`src/assert_macros.svh`:
```
// Assertion macros for the top-level RTL file of the timer table.
`ifndef ASSERT_MACROS_SVH
`define ASSERT_MACROS_SVH

// The consequent must hold in the same cycle as the antecedent.
`define ASSERT_IMPLIES(label, clk, rst, ante, cons) \
   label: assert property (@(posedge clk) disable iff (rst) (ante) |-> (cons)) \
      else $error("same-cycle implication failed");

// The consequent must hold in the cycle after the antecedent.
`define ASSERT_NEXT(label, clk, rst, ante, cons) \
   label: assert property (@(posedge clk) disable iff (rst) (ante) |=> (cons)) \
      else $error("next-cycle implication failed");

// The expression must hold at every clock edge outside reset.
`define ASSERT_ALWAYS(label, clk, rst, expr) \
   label: assert property (@(posedge clk) disable iff (rst) (expr)) \
      else $error("invariant failed");

`endif

```
`src/ostt_pkg.sv`:
```
// Package with the constants, codes and handshake types of the timer table.
`timescale 1ns / 1ps
package ostt_pkg;

   localparam int NUM_SLOTS  = 8;
   localparam int NUM_EVENTS = 8;

   localparam int EVENT_W     = 3;
   localparam int DELAY_W     = 16;
   localparam int MASK_W      = 8;
   localparam int OUT_BUSY_W  = 4;
   localparam int EVENT_CMP_W = 7;
   localparam int BUSY_MAX    = 255 & 15;

   localparam int IDX_W  = (NUM_SLOTS > 1) ? $clog2(NUM_SLOTS) : 1;
   localparam int BUSY_W = $clog2(NUM_SLOTS + 1);
   localparam int SAT_W  = (BUSY_W > OUT_BUSY_W) ? BUSY_W : OUT_BUSY_W;

   localparam int REQ_DATA_W = 24;
   localparam int RSP_DATA_W = 16;

   localparam logic CMD_TICK = 1'b0;
   localparam logic CMD_SET  = 1'b1;

   typedef enum logic [1:0] {
      STATUS_TICK    = 2'd0,
      STATUS_RELOAD  = 2'd1,
      STATUS_NEW     = 2'd2,
      STATUS_DROPPED = 2'd3
   } set_status_type;

   typedef enum logic [1:0] {
      ST_IDLE,
      ST_SCAN,
      ST_FINISH
   } ctrl_state_type;

   typedef struct packed {
      logic start;
      logic step;
      logic commit;
   } dp_cmd_type;

   typedef struct packed {
      logic scan_last;
   } dp_status_type;

   // The busy count leaves the block clamped to the width of its output field.
   function automatic logic [OUT_BUSY_W-1:0] sat_busy(input logic [BUSY_W-1:0] count);
      logic [SAT_W-1:0] wide;
      wide = SAT_W'(count);
      if (wide > SAT_W'(BUSY_MAX)) begin
         sat_busy = OUT_BUSY_W'(BUSY_MAX);
      end else begin
         sat_busy = wide[OUT_BUSY_W-1:0];
      end
   endfunction

endpackage

```
`src/ostt_ctrl.sv`:
```
// Controller state machine that sequences the slot scan and the result handoff.
`timescale 1ns / 1ps
module ostt_ctrl (
   input  logic                   clock,
   input  logic                   reset,
   input  logic                   req_tvalid,
   output logic                   req_tready,
   output logic                   rsp_tvalid,
   input  logic                   rsp_tready,
   input  ostt_pkg::dp_status_type dp_status,
   output ostt_pkg::dp_cmd_type    dp_cmd
);
   import ostt_pkg::*;

   ctrl_state_type state_ff, state_in;
   logic           rsp_valid_ff, rsp_valid_in;
   logic           out_free;

   // The output register can take a new result when it is empty or being drained.
   assign out_free = !rsp_valid_ff || rsp_tready;

   always_comb begin
      state_in = state_ff;
      case (state_ff)
         ST_IDLE: begin
            if (req_tvalid) begin
               state_in = ST_SCAN;
            end
         end
         ST_SCAN: begin
            if (dp_status.scan_last) begin
               state_in = ST_FINISH;
            end
         end
         ST_FINISH: begin
            if (out_free) begin
               state_in = ST_IDLE;
            end
         end
         default: begin
            state_in = ST_IDLE;
         end
      endcase
   end

   always_comb begin
      req_tready    = 1'b0;
      dp_cmd.start  = 1'b0;
      dp_cmd.step   = 1'b0;
      dp_cmd.commit = 1'b0;
      case (state_ff)
         ST_IDLE: begin
            req_tready   = 1'b1;
            dp_cmd.start = req_tvalid;
         end
         ST_SCAN: begin
            dp_cmd.step = 1'b1;
         end
         ST_FINISH: begin
            dp_cmd.commit = out_free;
         end
         default: begin
            req_tready = 1'b0;
         end
      endcase
   end

   always_comb begin
      if (dp_cmd.commit) begin
         rsp_valid_in = 1'b1;
      end else if (rsp_tready) begin
         rsp_valid_in = 1'b0;
      end else begin
         rsp_valid_in = rsp_valid_ff;
      end
   end

   always_ff @(posedge clock) begin
      if (reset) begin
         state_ff     <= ST_IDLE;
         rsp_valid_ff <= 1'b0;
      end else begin
         state_ff     <= state_in;
         rsp_valid_ff <= rsp_valid_in;
      end
   end

   assign rsp_tvalid = rsp_valid_ff;

endmodule

```
`src/ostt_dp.sv`:
```
// Datapath with the slot table, the scan pointer and the result register.
`timescale 1ns / 1ps
module ostt_dp (
   input  logic                                clock,
   input  logic                                reset,
   input  ostt_pkg::dp_cmd_type                dp_cmd,
   output ostt_pkg::dp_status_type             dp_status,
   input  logic                                in_command,
   input  logic [ostt_pkg::EVENT_W-1:0]        in_event_id,
   input  logic [ostt_pkg::DELAY_W-1:0]        in_delay_ticks,
   output logic [ostt_pkg::MASK_W-1:0]         out_fired_mask,
   output ostt_pkg::set_status_type            out_set_status,
   output logic [ostt_pkg::OUT_BUSY_W-1:0]     out_busy_slots
);
   import ostt_pkg::*;

   // Slot table; only the valid bits are reset.
   logic                 slot_valid_ff [NUM_SLOTS];
   logic                 slot_valid_in [NUM_SLOTS];
   logic [EVENT_W-1:0]   slot_event_ff [NUM_SLOTS];
   logic [EVENT_W-1:0]   slot_event_in [NUM_SLOTS];
   logic [DELAY_W-1:0]   slot_rem_ff   [NUM_SLOTS];
   logic [DELAY_W-1:0]   slot_rem_in   [NUM_SLOTS];

   logic [BUSY_W-1:0]    busy_ff, busy_in;
   logic [IDX_W-1:0]     scan_idx_ff, scan_idx_in;
   logic [MASK_W-1:0]    fired_ff, fired_in;
   logic                 match_found_ff, match_found_in;
   logic [IDX_W-1:0]     match_idx_ff, match_idx_in;
   logic                 free_found_ff, free_found_in;
   logic [IDX_W-1:0]     free_idx_ff, free_idx_in;

   logic                 item_cmd_ff, item_cmd_in;
   logic [EVENT_W-1:0]   item_ev_ff, item_ev_in;
   logic [DELAY_W-1:0]   item_delay_ff, item_delay_in;

   logic [MASK_W-1:0]     res_fired_ff, res_fired_in;
   set_status_type        res_status_ff, res_status_in;
   logic [OUT_BUSY_W-1:0] res_busy_ff, res_busy_in;

   logic                 cur_valid;
   logic [EVENT_W-1:0]   cur_event;
   logic [DELAY_W-1:0]   cur_rem;
   logic                 event_ok;

   assign cur_valid = slot_valid_ff[scan_idx_ff];
   assign cur_event = slot_event_ff[scan_idx_ff];
   assign cur_rem   = slot_rem_ff[scan_idx_ff];

   assign event_ok = {{(EVENT_CMP_W-EVENT_W){1'b0}}, item_ev_ff} < EVENT_CMP_W'(NUM_EVENTS);

   assign dp_status.scan_last = (scan_idx_ff == IDX_W'(NUM_SLOTS - 1));

   assign item_cmd_in   = dp_cmd.start ? in_command     : item_cmd_ff;
   assign item_ev_in    = dp_cmd.start ? in_event_id    : item_ev_ff;
   assign item_delay_in = dp_cmd.start ? in_delay_ticks : item_delay_ff;

   always_comb begin
      slot_valid_in  = slot_valid_ff;
      slot_event_in  = slot_event_ff;
      slot_rem_in    = slot_rem_ff;
      busy_in        = busy_ff;
      scan_idx_in    = scan_idx_ff;
      fired_in       = fired_ff;
      match_found_in = match_found_ff;
      match_idx_in   = match_idx_ff;
      free_found_in  = free_found_ff;
      free_idx_in    = free_idx_ff;
      res_fired_in   = res_fired_ff;
      res_status_in  = res_status_ff;
      res_busy_in    = res_busy_ff;

      if (dp_cmd.start) begin
         scan_idx_in    = '0;
         fired_in       = '0;
         match_found_in = 1'b0;
         free_found_in  = 1'b0;
      end else if (dp_cmd.step) begin
         scan_idx_in = scan_idx_ff + IDX_W'(1);
         if (item_cmd_ff == CMD_TICK) begin
            if (cur_valid) begin
               if (cur_rem != '0) begin
                  slot_rem_in[scan_idx_ff] = cur_rem - DELAY_W'(1);
               end else begin
                  slot_valid_in[scan_idx_ff] = 1'b0;
                  fired_in[cur_event]        = 1'b1;
                  busy_in                    = busy_ff - BUSY_W'(1);
               end
            end
         end else begin
            // Events are unique in the table, so at most one slot can match.
            if (cur_valid && (cur_event == item_ev_ff)) begin
               match_found_in = 1'b1;
               match_idx_in   = scan_idx_ff;
            end
            if (!cur_valid && !free_found_ff) begin
               free_found_in = 1'b1;
               free_idx_in   = scan_idx_ff;
            end
         end
      end else if (dp_cmd.commit) begin
         res_fired_in  = '0;
         res_status_in = STATUS_TICK;
         if (item_cmd_ff == CMD_TICK) begin
            res_fired_in = fired_ff;
         end else if (!event_ok) begin
            res_status_in = STATUS_DROPPED;
         end else if (match_found_ff) begin
            slot_rem_in[match_idx_ff] = item_delay_ff;
            res_status_in             = STATUS_RELOAD;
         end else if (free_found_ff) begin
            slot_valid_in[free_idx_ff] = 1'b1;
            slot_event_in[free_idx_ff] = item_ev_ff;
            slot_rem_in[free_idx_ff]   = item_delay_ff;
            busy_in                    = busy_ff + BUSY_W'(1);
            res_status_in              = STATUS_NEW;
         end else begin
            res_status_in = STATUS_DROPPED;
         end
         res_busy_in = sat_busy(busy_in);
      end
   end

   always_ff @(posedge clock) begin
      if (reset) begin
         for (int i = 0; i < NUM_SLOTS; i++) begin
            slot_valid_ff[i] <= 1'b0;
         end
         busy_ff        <= '0;
         scan_idx_ff    <= '0;
         match_found_ff <= 1'b0;
         free_found_ff  <= 1'b0;
      end else begin
         slot_valid_ff  <= slot_valid_in;
         busy_ff        <= busy_in;
         scan_idx_ff    <= scan_idx_in;
         match_found_ff <= match_found_in;
         free_found_ff  <= free_found_in;
      end
   end

   always_ff @(posedge clock) begin
      slot_event_ff <= slot_event_in;
      slot_rem_ff   <= slot_rem_in;
      fired_ff      <= fired_in;
      match_idx_ff  <= match_idx_in;
      free_idx_ff   <= free_idx_in;
      item_cmd_ff   <= item_cmd_in;
      item_ev_ff    <= item_ev_in;
      item_delay_ff <= item_delay_in;
      res_fired_ff  <= res_fired_in;
      res_status_ff <= res_status_in;
      res_busy_ff   <= res_busy_in;
   end

   assign out_fired_mask = res_fired_ff;
   assign out_set_status = res_status_ff;
   assign out_busy_slots = res_busy_ff;

endmodule

```
`src/one_shot_timer_table_unit.sv`:
```
// Top level of the one-shot event timer table.
`timescale 1ns / 1ps
// Usage:
// The req channel carries one command per transaction. req_tuser selects a timer
// tick (0) or a set of an event timer (1); req_tdata holds the event number and
// the delay in ticks. A set reloads the busy slot that already holds the event,
// else takes the lowest free slot, else is dropped. A tick counts every busy slot
// down and frees the slots that were already at zero, raising their event bits.
// Every command gives exactly one transaction on the rsp channel: the fired mask,
// the set status and the number of busy slots after the command.
// Timing: the slot table is scanned one slot per cycle. After the accepting edge
// come the scan of all NUM_SLOTS slots and the finish state that loads the result
// register, from which the response is shown; a new command is taken only once
// that result is loaded and the controller is back in its idle state.
// The result register frees the input side: the next command is accepted while a
// result still waits. If rsp_tready stays low, the following command finishes
// its scan and then holds until the waiting result is taken.
// Reset (synchronous, active high) frees all slots and empties the result register.
module one_shot_timer_table_unit (
   input  logic        clock,
   input  logic        reset,
   input  logic        req_tvalid,
   output logic        req_tready,
   input  logic [23:0] req_tdata,   // [2:0] event_id, [18:3] delay_ticks, [23:19] zero
   input  logic        req_tuser,   // [0] command
   output logic        rsp_tvalid,
   input  logic        rsp_tready,
   output logic [15:0] rsp_tdata,   // [7:0] fired_mask, [11:8] busy_slots, [15:12] zero
   output logic [1:0]  rsp_tuser    // [1:0] set_status
);
   import ostt_pkg::*;

`include "assert_macros.svh"

   dp_cmd_type            dp_cmd;
   dp_status_type         dp_status;
   logic [MASK_W-1:0]     fired_mask;
   set_status_type        set_status;
   logic [OUT_BUSY_W-1:0] busy_slots;

   ostt_ctrl u_ctrl (
      .clock      (clock),
      .reset      (reset),
      .req_tvalid (req_tvalid),
      .req_tready (req_tready),
      .rsp_tvalid (rsp_tvalid),
      .rsp_tready (rsp_tready),
      .dp_status  (dp_status),
      .dp_cmd     (dp_cmd)
   );

   ostt_dp u_dp (
      .clock          (clock),
      .reset          (reset),
      .dp_cmd         (dp_cmd),
      .dp_status      (dp_status),
      .in_command     (req_tuser),
      .in_event_id    (req_tdata[EVENT_W-1:0]),
      .in_delay_ticks (req_tdata[EVENT_W+DELAY_W-1:EVENT_W]),
      .out_fired_mask (fired_mask),
      .out_set_status (set_status),
      .out_busy_slots (busy_slots)
   );

   assign rsp_tdata = {4'b0000, busy_slots, fired_mask};
   assign rsp_tuser = set_status;

   `ASSERT_ALWAYS(a_cmd_onehot, clock, reset, $onehot0({dp_cmd.start, dp_cmd.step, dp_cmd.commit}))
   `ASSERT_NEXT(a_commit_shows, clock, reset, dp_cmd.commit, rsp_tvalid)
   `ASSERT_NEXT(a_accept_busy, clock, reset, req_tvalid && req_tready, !req_tready)
   `ASSERT_IMPLIES(a_tick_no_status, clock, reset, rsp_tvalid && (rsp_tdata[7:0] != 8'h00), rsp_tuser == STATUS_TICK)
   `ASSERT_IMPLIES(a_busy_bound, clock, reset, rsp_tvalid, rsp_tdata[11:8] <= 4'(NUM_SLOTS > BUSY_MAX ? BUSY_MAX : NUM_SLOTS))

endmodule

```
`config.mk`:
```
export PLATFORM = sky130hd
export DESIGN_NAME = one_shot_timer_table_unit
export DESIGN_NICKNAME = d
export VERILOG_FILES = /design/src/ostt_pkg.sv /design/src/ostt_ctrl.sv /design/src/ostt_dp.sv /design/src/one_shot_timer_table_unit.sv
export VERILOG_INCLUDE_DIRS = /design/src /design/src/src
export SDC_FILE = /design/constraint.sdc
export NUM_CORES = 1
export LEC_CHECK = 0
export CAP_MARGIN = 5
export CORE_MARGIN = 1
export CORE_UTILIZATION = 56
export DETAILED_ROUTE_END_ITERATION = 10
export DONT_BUFFER_PORTS = 1
export GPL_TIMING_DRIVEN = 0
export PLACE_DENSITY = 0.71
export SETUP_SLACK_MARGIN = 0.2
export SYNTH_ARGS = -nofsm -noshare
export SYNTH_HDL_FRONTEND = slang
export SYNTH_SLANG_ARGS = --single-unit
```
`constraint.sdc`:
```
create_clock -name clock -period 6.5 [get_ports clock]
set_input_delay 0 -clock clock [delete_from_list [all_inputs] [get_ports clock]]
set_output_delay 0 -clock clock [all_outputs]
set_load 0.02 [all_outputs]
```
## After elaboration in Yosys (flattened, before gate mapping)

Index checks and enable logic that the tools add are counted.
Widths: inputs -> output; s select.

- Register bits after elaboration: 220
- Logic and storage cells: 174

- $add $sub $neg: 4
- Order comparisons: 9
- Equality and inequality tests: 12
- Multiplexer cells: 66
- Bitwise logic cells: 12
- Reductions and logical operators: 31

Operators by type and width:

| cell | number |
|---|---|
| $mux 128 | 8 |
| $bwmux 128 | 3 |
| $demux 16 s3 | 3 |
| $mux 16 | 5 |
| $mux 8 | 8 |
| $bmux 16 s3 | 1 |
| $mux 4 | 11 |
| $bwmux 24 | 1 |
| $or 8x8->8 | 2 |
| $reduce_bool 16->1 | 1 |
| $sub 16x1->16 const B | 1 |
| $mux 1 | 13 |
| $ge 4x4->1 const B | 3 |
| $lt 4x1->1 const B | 3 |
| $not 3->4 | 3 |
| $reduce_and 3->1 | 4 |
| $reduce_and 4->1 | 3 |
| $ne 2x2->1 const B | 5 |
| $reduce_bool 2->1 | 5 |
| $bmux 3 s3 | 1 |
| $demux 1 s3 | 3 |
| $demux 3 s3 | 1 |
| $mux 3 | 3 |
| $and 8x8->8 | 1 |
| other kinds (26) | 42 |

## Logic depth before layout (Yosys ltp)

- Depth in word-level cells: 11
- Depth in mapped cells: 15
- Gate-level depth less buffers: 9

## Hierarchy

Synthesis repeated with hierarchy kept, for this count alone.

- Cell total of the unflattened synthesis: 784
- Area total of the unflattened synthesis: 10274.9 sq um

Modules (own cells, without submodules):

| module | times used | cells each | area each (sq um) |
|---|---|---|---|
| ostt_dp | 1 | 762 | 10084.7 |
| ostt_ctrl | 1 | 17 | 156.4 |
| one_shot_timer_table_unit | 1 | 5 | 33.8 |

## Worst setup path before layout

OpenSTA, ideal clock, no wires.

- Path type: register to register
- Start point: register u_dp.scan_idx_ff[0]
- End point: register u_dp.slot_rem_ff[112] in the netlist's numbering (enable)
- Setup time: 0.413 ns
- Arrival: 3.814 ns
- Slack: 2.273 ns
- Stages on the path, launching flop included: 14
- Buffers on the path: 4
- Period minus slack after synthesis: 4.227 ns
- Path through: dfxtp_1 > buf_6 > buf_12 > buf_4 > or3b_2 > a21boi_0 > or2_2 > clkbuf_1 > inv_1 > ha_1 > nand4_4 > nor4_2 > o21a_1 > nor3b_1

- Cells in the longest elaborated chain, start to end: 7
- Elaborated cells between the ends (all ways): 11

Ends and longest elaborated chain:

| what | RTL line | RTL |
|---|---|---|
| start: declaration | ostt_dp.sv:26 | `logic [IDX_W-1:0] scan_idx_ff, scan_idx_in;` |
| start signal: assignment | ostt_dp.sv:136 | `scan_idx_ff <= scan_idx_in;` |
| $not 3->4 (not written as such) (*) | ostt_dp.sv:46, ostt_dp.sv:48 |  |
| $bmux 16 s3 | ostt_dp.sv:48 | `assign cur_rem = slot_rem_ff[scan_idx_ff];` |
| $mux 16 (not written as such) (2 in a row) | ostt_dp.sv:48 |  |
| $reduce_bool 16->1 | ostt_dp.sv:82 | `if (cur_rem != '0) begin` |
| $reduce_bool 2->1 (no line) | n/a |  |
| $reduce_and 7->1 (no line) (*) | n/a |  |
| end signal: assignment | ostt_dp.sv:144 | `slot_rem_ff <= slot_rem_in;` |
| end: declaration | ostt_dp.sv:22 | `logic [DELAY_W-1:0] slot_rem_ff [NUM_SLOTS];` |

Mark *: on every way between the ends. The rest lies on a longest branch, timed or not. The select of a mux whose other input is x is not followed.
A chain may end at the register's enable or synchronous reset.

## Final worst setup path

- Start point: register u_dp.scan_idx_ff[1]
- End point: register u_dp.slot_rem_ff[94] in the netlist's numbering (enable)

Same word-level chain as after synthesis.

==> qor.csv <==
stage;metric;value;unit
global_routing;use_met3;6.561;%
critical_path;path_common_cell;inv_1;
clocking;cts_max_level;1;
placement;dpl_cell_area;10900;µm²
run;maxCapViolCount;0;
detailed_routing;drc_errors;4;
global_routing;grt_pass1_vias;7364;
min_path;hold_path.startpoint;reset;
detailed_routing;detail_route.first_pass.iterations;11;
critical_path;crit_chain;buf_4, buf_1, inv_1, mux4_2, or2_2, clkbuf_1, inv_1, ha_1, nand4_4, nor4_2, o21ai_1, and3_1;
die;die_area;19310;µm²
global_routing;use_met2;45.48;%
logic_synthesis;synth-async-reset-ratio;0;%
min_path;hp-class;primary input to flop;
logic_synthesis;synth_area;10500;µm²
finish;nNetsFinal;899;
power;power_leakage;3.848;nW
detailed_routing;drtAntennaViolNets;0;
critical_path;crit_path_max_incr_delay;630;ps
logic_synthesis;synth_top_area_cell;edfxtp_1;
detailed_routing;num_vias;7654;
critical_path;r2r-end;u_dp.slot_rem_ff[94]$_DFFE_PP_;
power;peakVddDrop;0.2152;mV
critical_path;cp-end-kind;flop;
clocking;cts_tree;built;
clocking;path_clk_slew;60;ps
global_routing;grt_pass1_wl;42910;µm
die;fp.coreArea;18150;µm²
finish;final_cells;1109;
clocking;cts_buffer_depth;3;
global_routing;antenna_found_initial;0;
critical_path;cpMaxStageDelayCell;buf_1;
power;p_total;0.003151;W
timing;tns;0;ps
global_routing;grt_max_degree;24;
clocking;postCtsSetupBuffers;0;
logic_synthesis;synth.area.top_cells;edfxtp_1, mux4_2, dfxtp_1;
critical_path;required;6570;ps
clocking;numClockSinks;220;
die;die_h;139.0;µm
clocking;numCtsBuffers;23;
timing;setup_violations;0;
timing;slew-limit-headroom;14.53;%
logic_synthesis;synth_cell_types;70;
clocking;cts.repair.resized;0;
critical_path;critPathKind;flop to flop;
finish;drive_gt1_share;14.55;%
timing;clock_skew;11.89;ps
clocking;clock_latency;510;ps
logic_synthesis;synthTopCellsByCount;edfxtp_1, nand2_1, o22ai_1, o21ai_0, nor2_1;
detailed_routing;wirelength;28770;µm
logic_synthesis;yosysMostFrequentCell;edfxtp_1;
timing;fmax;207.2;MHz
detailed_routing;drtIter0Drc;1123;
critical_path;cp_max_fo;16;
placement;io_buffers;0;
die;initial_core_util;57.88;%
finish;finalInstanceArea;11920;µm²
detailed_routing;viasPerCell;6.902;
critical_path;rrSetupSlack;1670;ps
status;outcome;finished with violations;
min_path;holdPathEnd;u_dp.busy_ff[2]$_SDFFE_PP0P_;
min_path;whs_path_depth;2;
placement;hpwl;18370;µm
finish;antenna_cells;0;
critical_path;worst_setup_path_start_kind;flop;
die;die_w;139.0;µm
finish;syn_to_final_growth;13.44;%
critical_path;r2r_start;u_dp.scan_idx_ff[1]$_SDFFE_PP0P_;
timing;hold_violations;0;
die;rows;49;
global_routing;gr-usage-met1;40.89;%
timing;min_period;4826;ps
timing;drv_slew;0;
logic_synthesis;synthFlopType;edfxtp_1;
clocking;cts-root-buf;clkbuf_16;
logic_synthesis;synthCells;809;
logic_synthesis;synth_edf_count;192;
timing;rsz0062_at_grt;false;
critical_path;critical_path_arrival;4890;ps
logic_synthesis;synth_top_area_share;54.89;%
critical_path;r2r_cells;12;
placement;gp_congestion;0.9356;
global_routing;grt_usage;29.88;%
timing;tightest_slew;1276;ps
timing;period_share;74.24;%
die;ioPinCount;49;
status;violations;DRC;
placement;place_inst;1046;
logic_synthesis;yosys_warnings;0;
detailed_routing;wl_per_cell;25.94;µm
power;pwr_density_cell;264.4;nW/µm²
logic_synthesis;syn_avg_cell_area;12.98;µm²
logic_synthesis;yosysSeqAreaShare;60.23;%
global_routing;busiest_layer;met2;
logic_synthesis;ys_ff_latch;220;
global_routing;grt_overflow;0;
[placed cells by master, fill, tap and decap left out, drive strengths merged, types with 3 or more instances in the layout]
cell / Yosys / final
nand2: 113 / 113
a211oi: 5 / 5
conb: 1 / 4
xor2: 8 / 8
mux2: 4 / 4
bufinv: 0 / 5
clkbuf: 31 / 62
clkinv: 0 / 3
dlygate4sd3: 0 / 23
or2: 4 / 4
nor3: 15 / 15
xnor2: 13 / 13
mux4: 33 / 33
o22ai: 63 / 63
o32ai: 4 / 4
nor3b: 5 / 5
nor4: 3 / 3
mux2i: 26 / 26
a22oi: 6 / 6
edfxtp: 192 / 192
nor2: 35 / 35
nand3: 12 / 12
inv: 9 / 9
nand2b: 13 / 13
nor2b: 19 / 19
and2: 7 / 7
o21a: 3 / 3
dfxtp: 28 / 28
a21oi: 16 / 16
nand4: 7 / 7
ha: 5 / 5
a311oi: 4 / 4
buf: 20 / 25
and3: 4 / 4
o21ai: 82 / 82
[logic make-up (layout without fill, tap and decap cells)]
group / Yosys count / count (layout) / synth area share (%)
AND/OR/NAND/NOR: 249 / 249 / 12.45
flip-flops: 220 / 220 / 60.23
AO/OA/AOI/OAI: 190 / 190 / 10.86
multiplexers: 63 / 63 / 10.63
buffers and inverters: 60 / 128 / 2.954
XOR/XNOR: 21 / 21 / 2.251
adder cells (fa/ha/maj): 5 / 5 / 0.5956
other: 1 / 4 / 0.03570
[per-layer routing]
metal | share of wire [%] | vias to the layer above
met5 | 0 | -
met4 | 4.6 | 0
met3 | 13 | 128
met2 | 45 | 676
met1 | 37 | 3635
li1 | - | 3215
[where the power goes]
part	internal, W	switching (W)	leakage, nW	total (W)
Clock	0.000860	0.000537	0.379	0.00140
Combinational	0.0000695	0.000129	1.43	0.000199
Sequential	0.00154	0.0000149	2.04	0.00155
[stage by stage]
stage / util [%] / hold slack [ps] / setup slack [ps]
after floorplan: - / 98.87 / 2273
final: 65.66 / 84.94 / 1674
after detailed placement: 60.05 / 98.91 / 1890
after global routing: 65.66 / 112.5 / 1613
after CTS: 65.66 / 77.95 / 1838
after global placement: 59.52 / 98.92 / 290.9
[flip-flops by register name, summed over array words and instances (netlist names), 4 cells and up]
name,count
u_dp.item_delay_ff,16
u_dp.out_fired_mask,8
u_dp.slot_valid_ff,8
u_dp.slot_event_ff,24
u_dp.fired_ff,8
u_dp.out_busy_slots,4
u_dp.busy_ff,4
u_dp.slot_rem_ff,128
[final cells by class]
cell class,instances,area (µm²)
clock inverters,9,171.4
repair buffers,28,314.1
fillers,1318,6232
inverters,9,33.78
clock buffers,31,615.6
well taps,229,286.5
plain buffers,51,276.5
multi-input cells,532,3891
flip-flops and latches,220,6326
[timing repair]
item,in CTS,in global routing
setup endpoints to repair,0,0
endpoints found under the hold margin,28,0
hold buffers,23,0
[worst max-delay path: cells and delay by family (launching register included)]
family                     cells  cell delay, ps
AOI/OAI and AO/OA              1             160
muxes                          1             400
buffers and inverters          5            1520
and+or+nand+nor                4            1620
adders and majority gates      1             250
DFF                            1             400
[how the worst max path moves through the flow]
| stage | cells after the start | slack (ps) | to | from |
|---|---|---|---|---|
| final | 12 | 1670 | u_dp.slot_rem_ff[94]$_DFFE_PP_ | u_dp.scan_idx_ff[1]$_SDFFE_PP0P_ |
| after global routing | 12 | 1610 | u_dp.slot_rem_ff[88]$_DFFE_PP_ | u_dp.scan_idx_ff[1]$_SDFFE_PP0P_ |
| after CTS | 12 | 1840 | u_dp.slot_rem_ff[91]$_DFFE_PP_ | u_dp.scan_idx_ff[1]$_SDFFE_PP0P_ |
| after detailed placement | 12 | 1890 | u_dp.slot_rem_ff[94]$_DFFE_PP_ | u_dp.scan_idx_ff[1]$_SDFFE_PP0P_ |
| after global placement | 12 | 290 | u_dp.slot_rem_ff[118]$_DFFE_PP_ | u_dp.scan_idx_ff[1]$_SDFFE_PP0P_ |
| after floorplan | 13 | 2270 | u_dp.slot_rem_ff[112]$_DFFE_PP_ | u_dp.scan_idx_ff[0]$_SDFFE_PP0P_ |
Note: power is estimated with default switching activity, not from simulation.
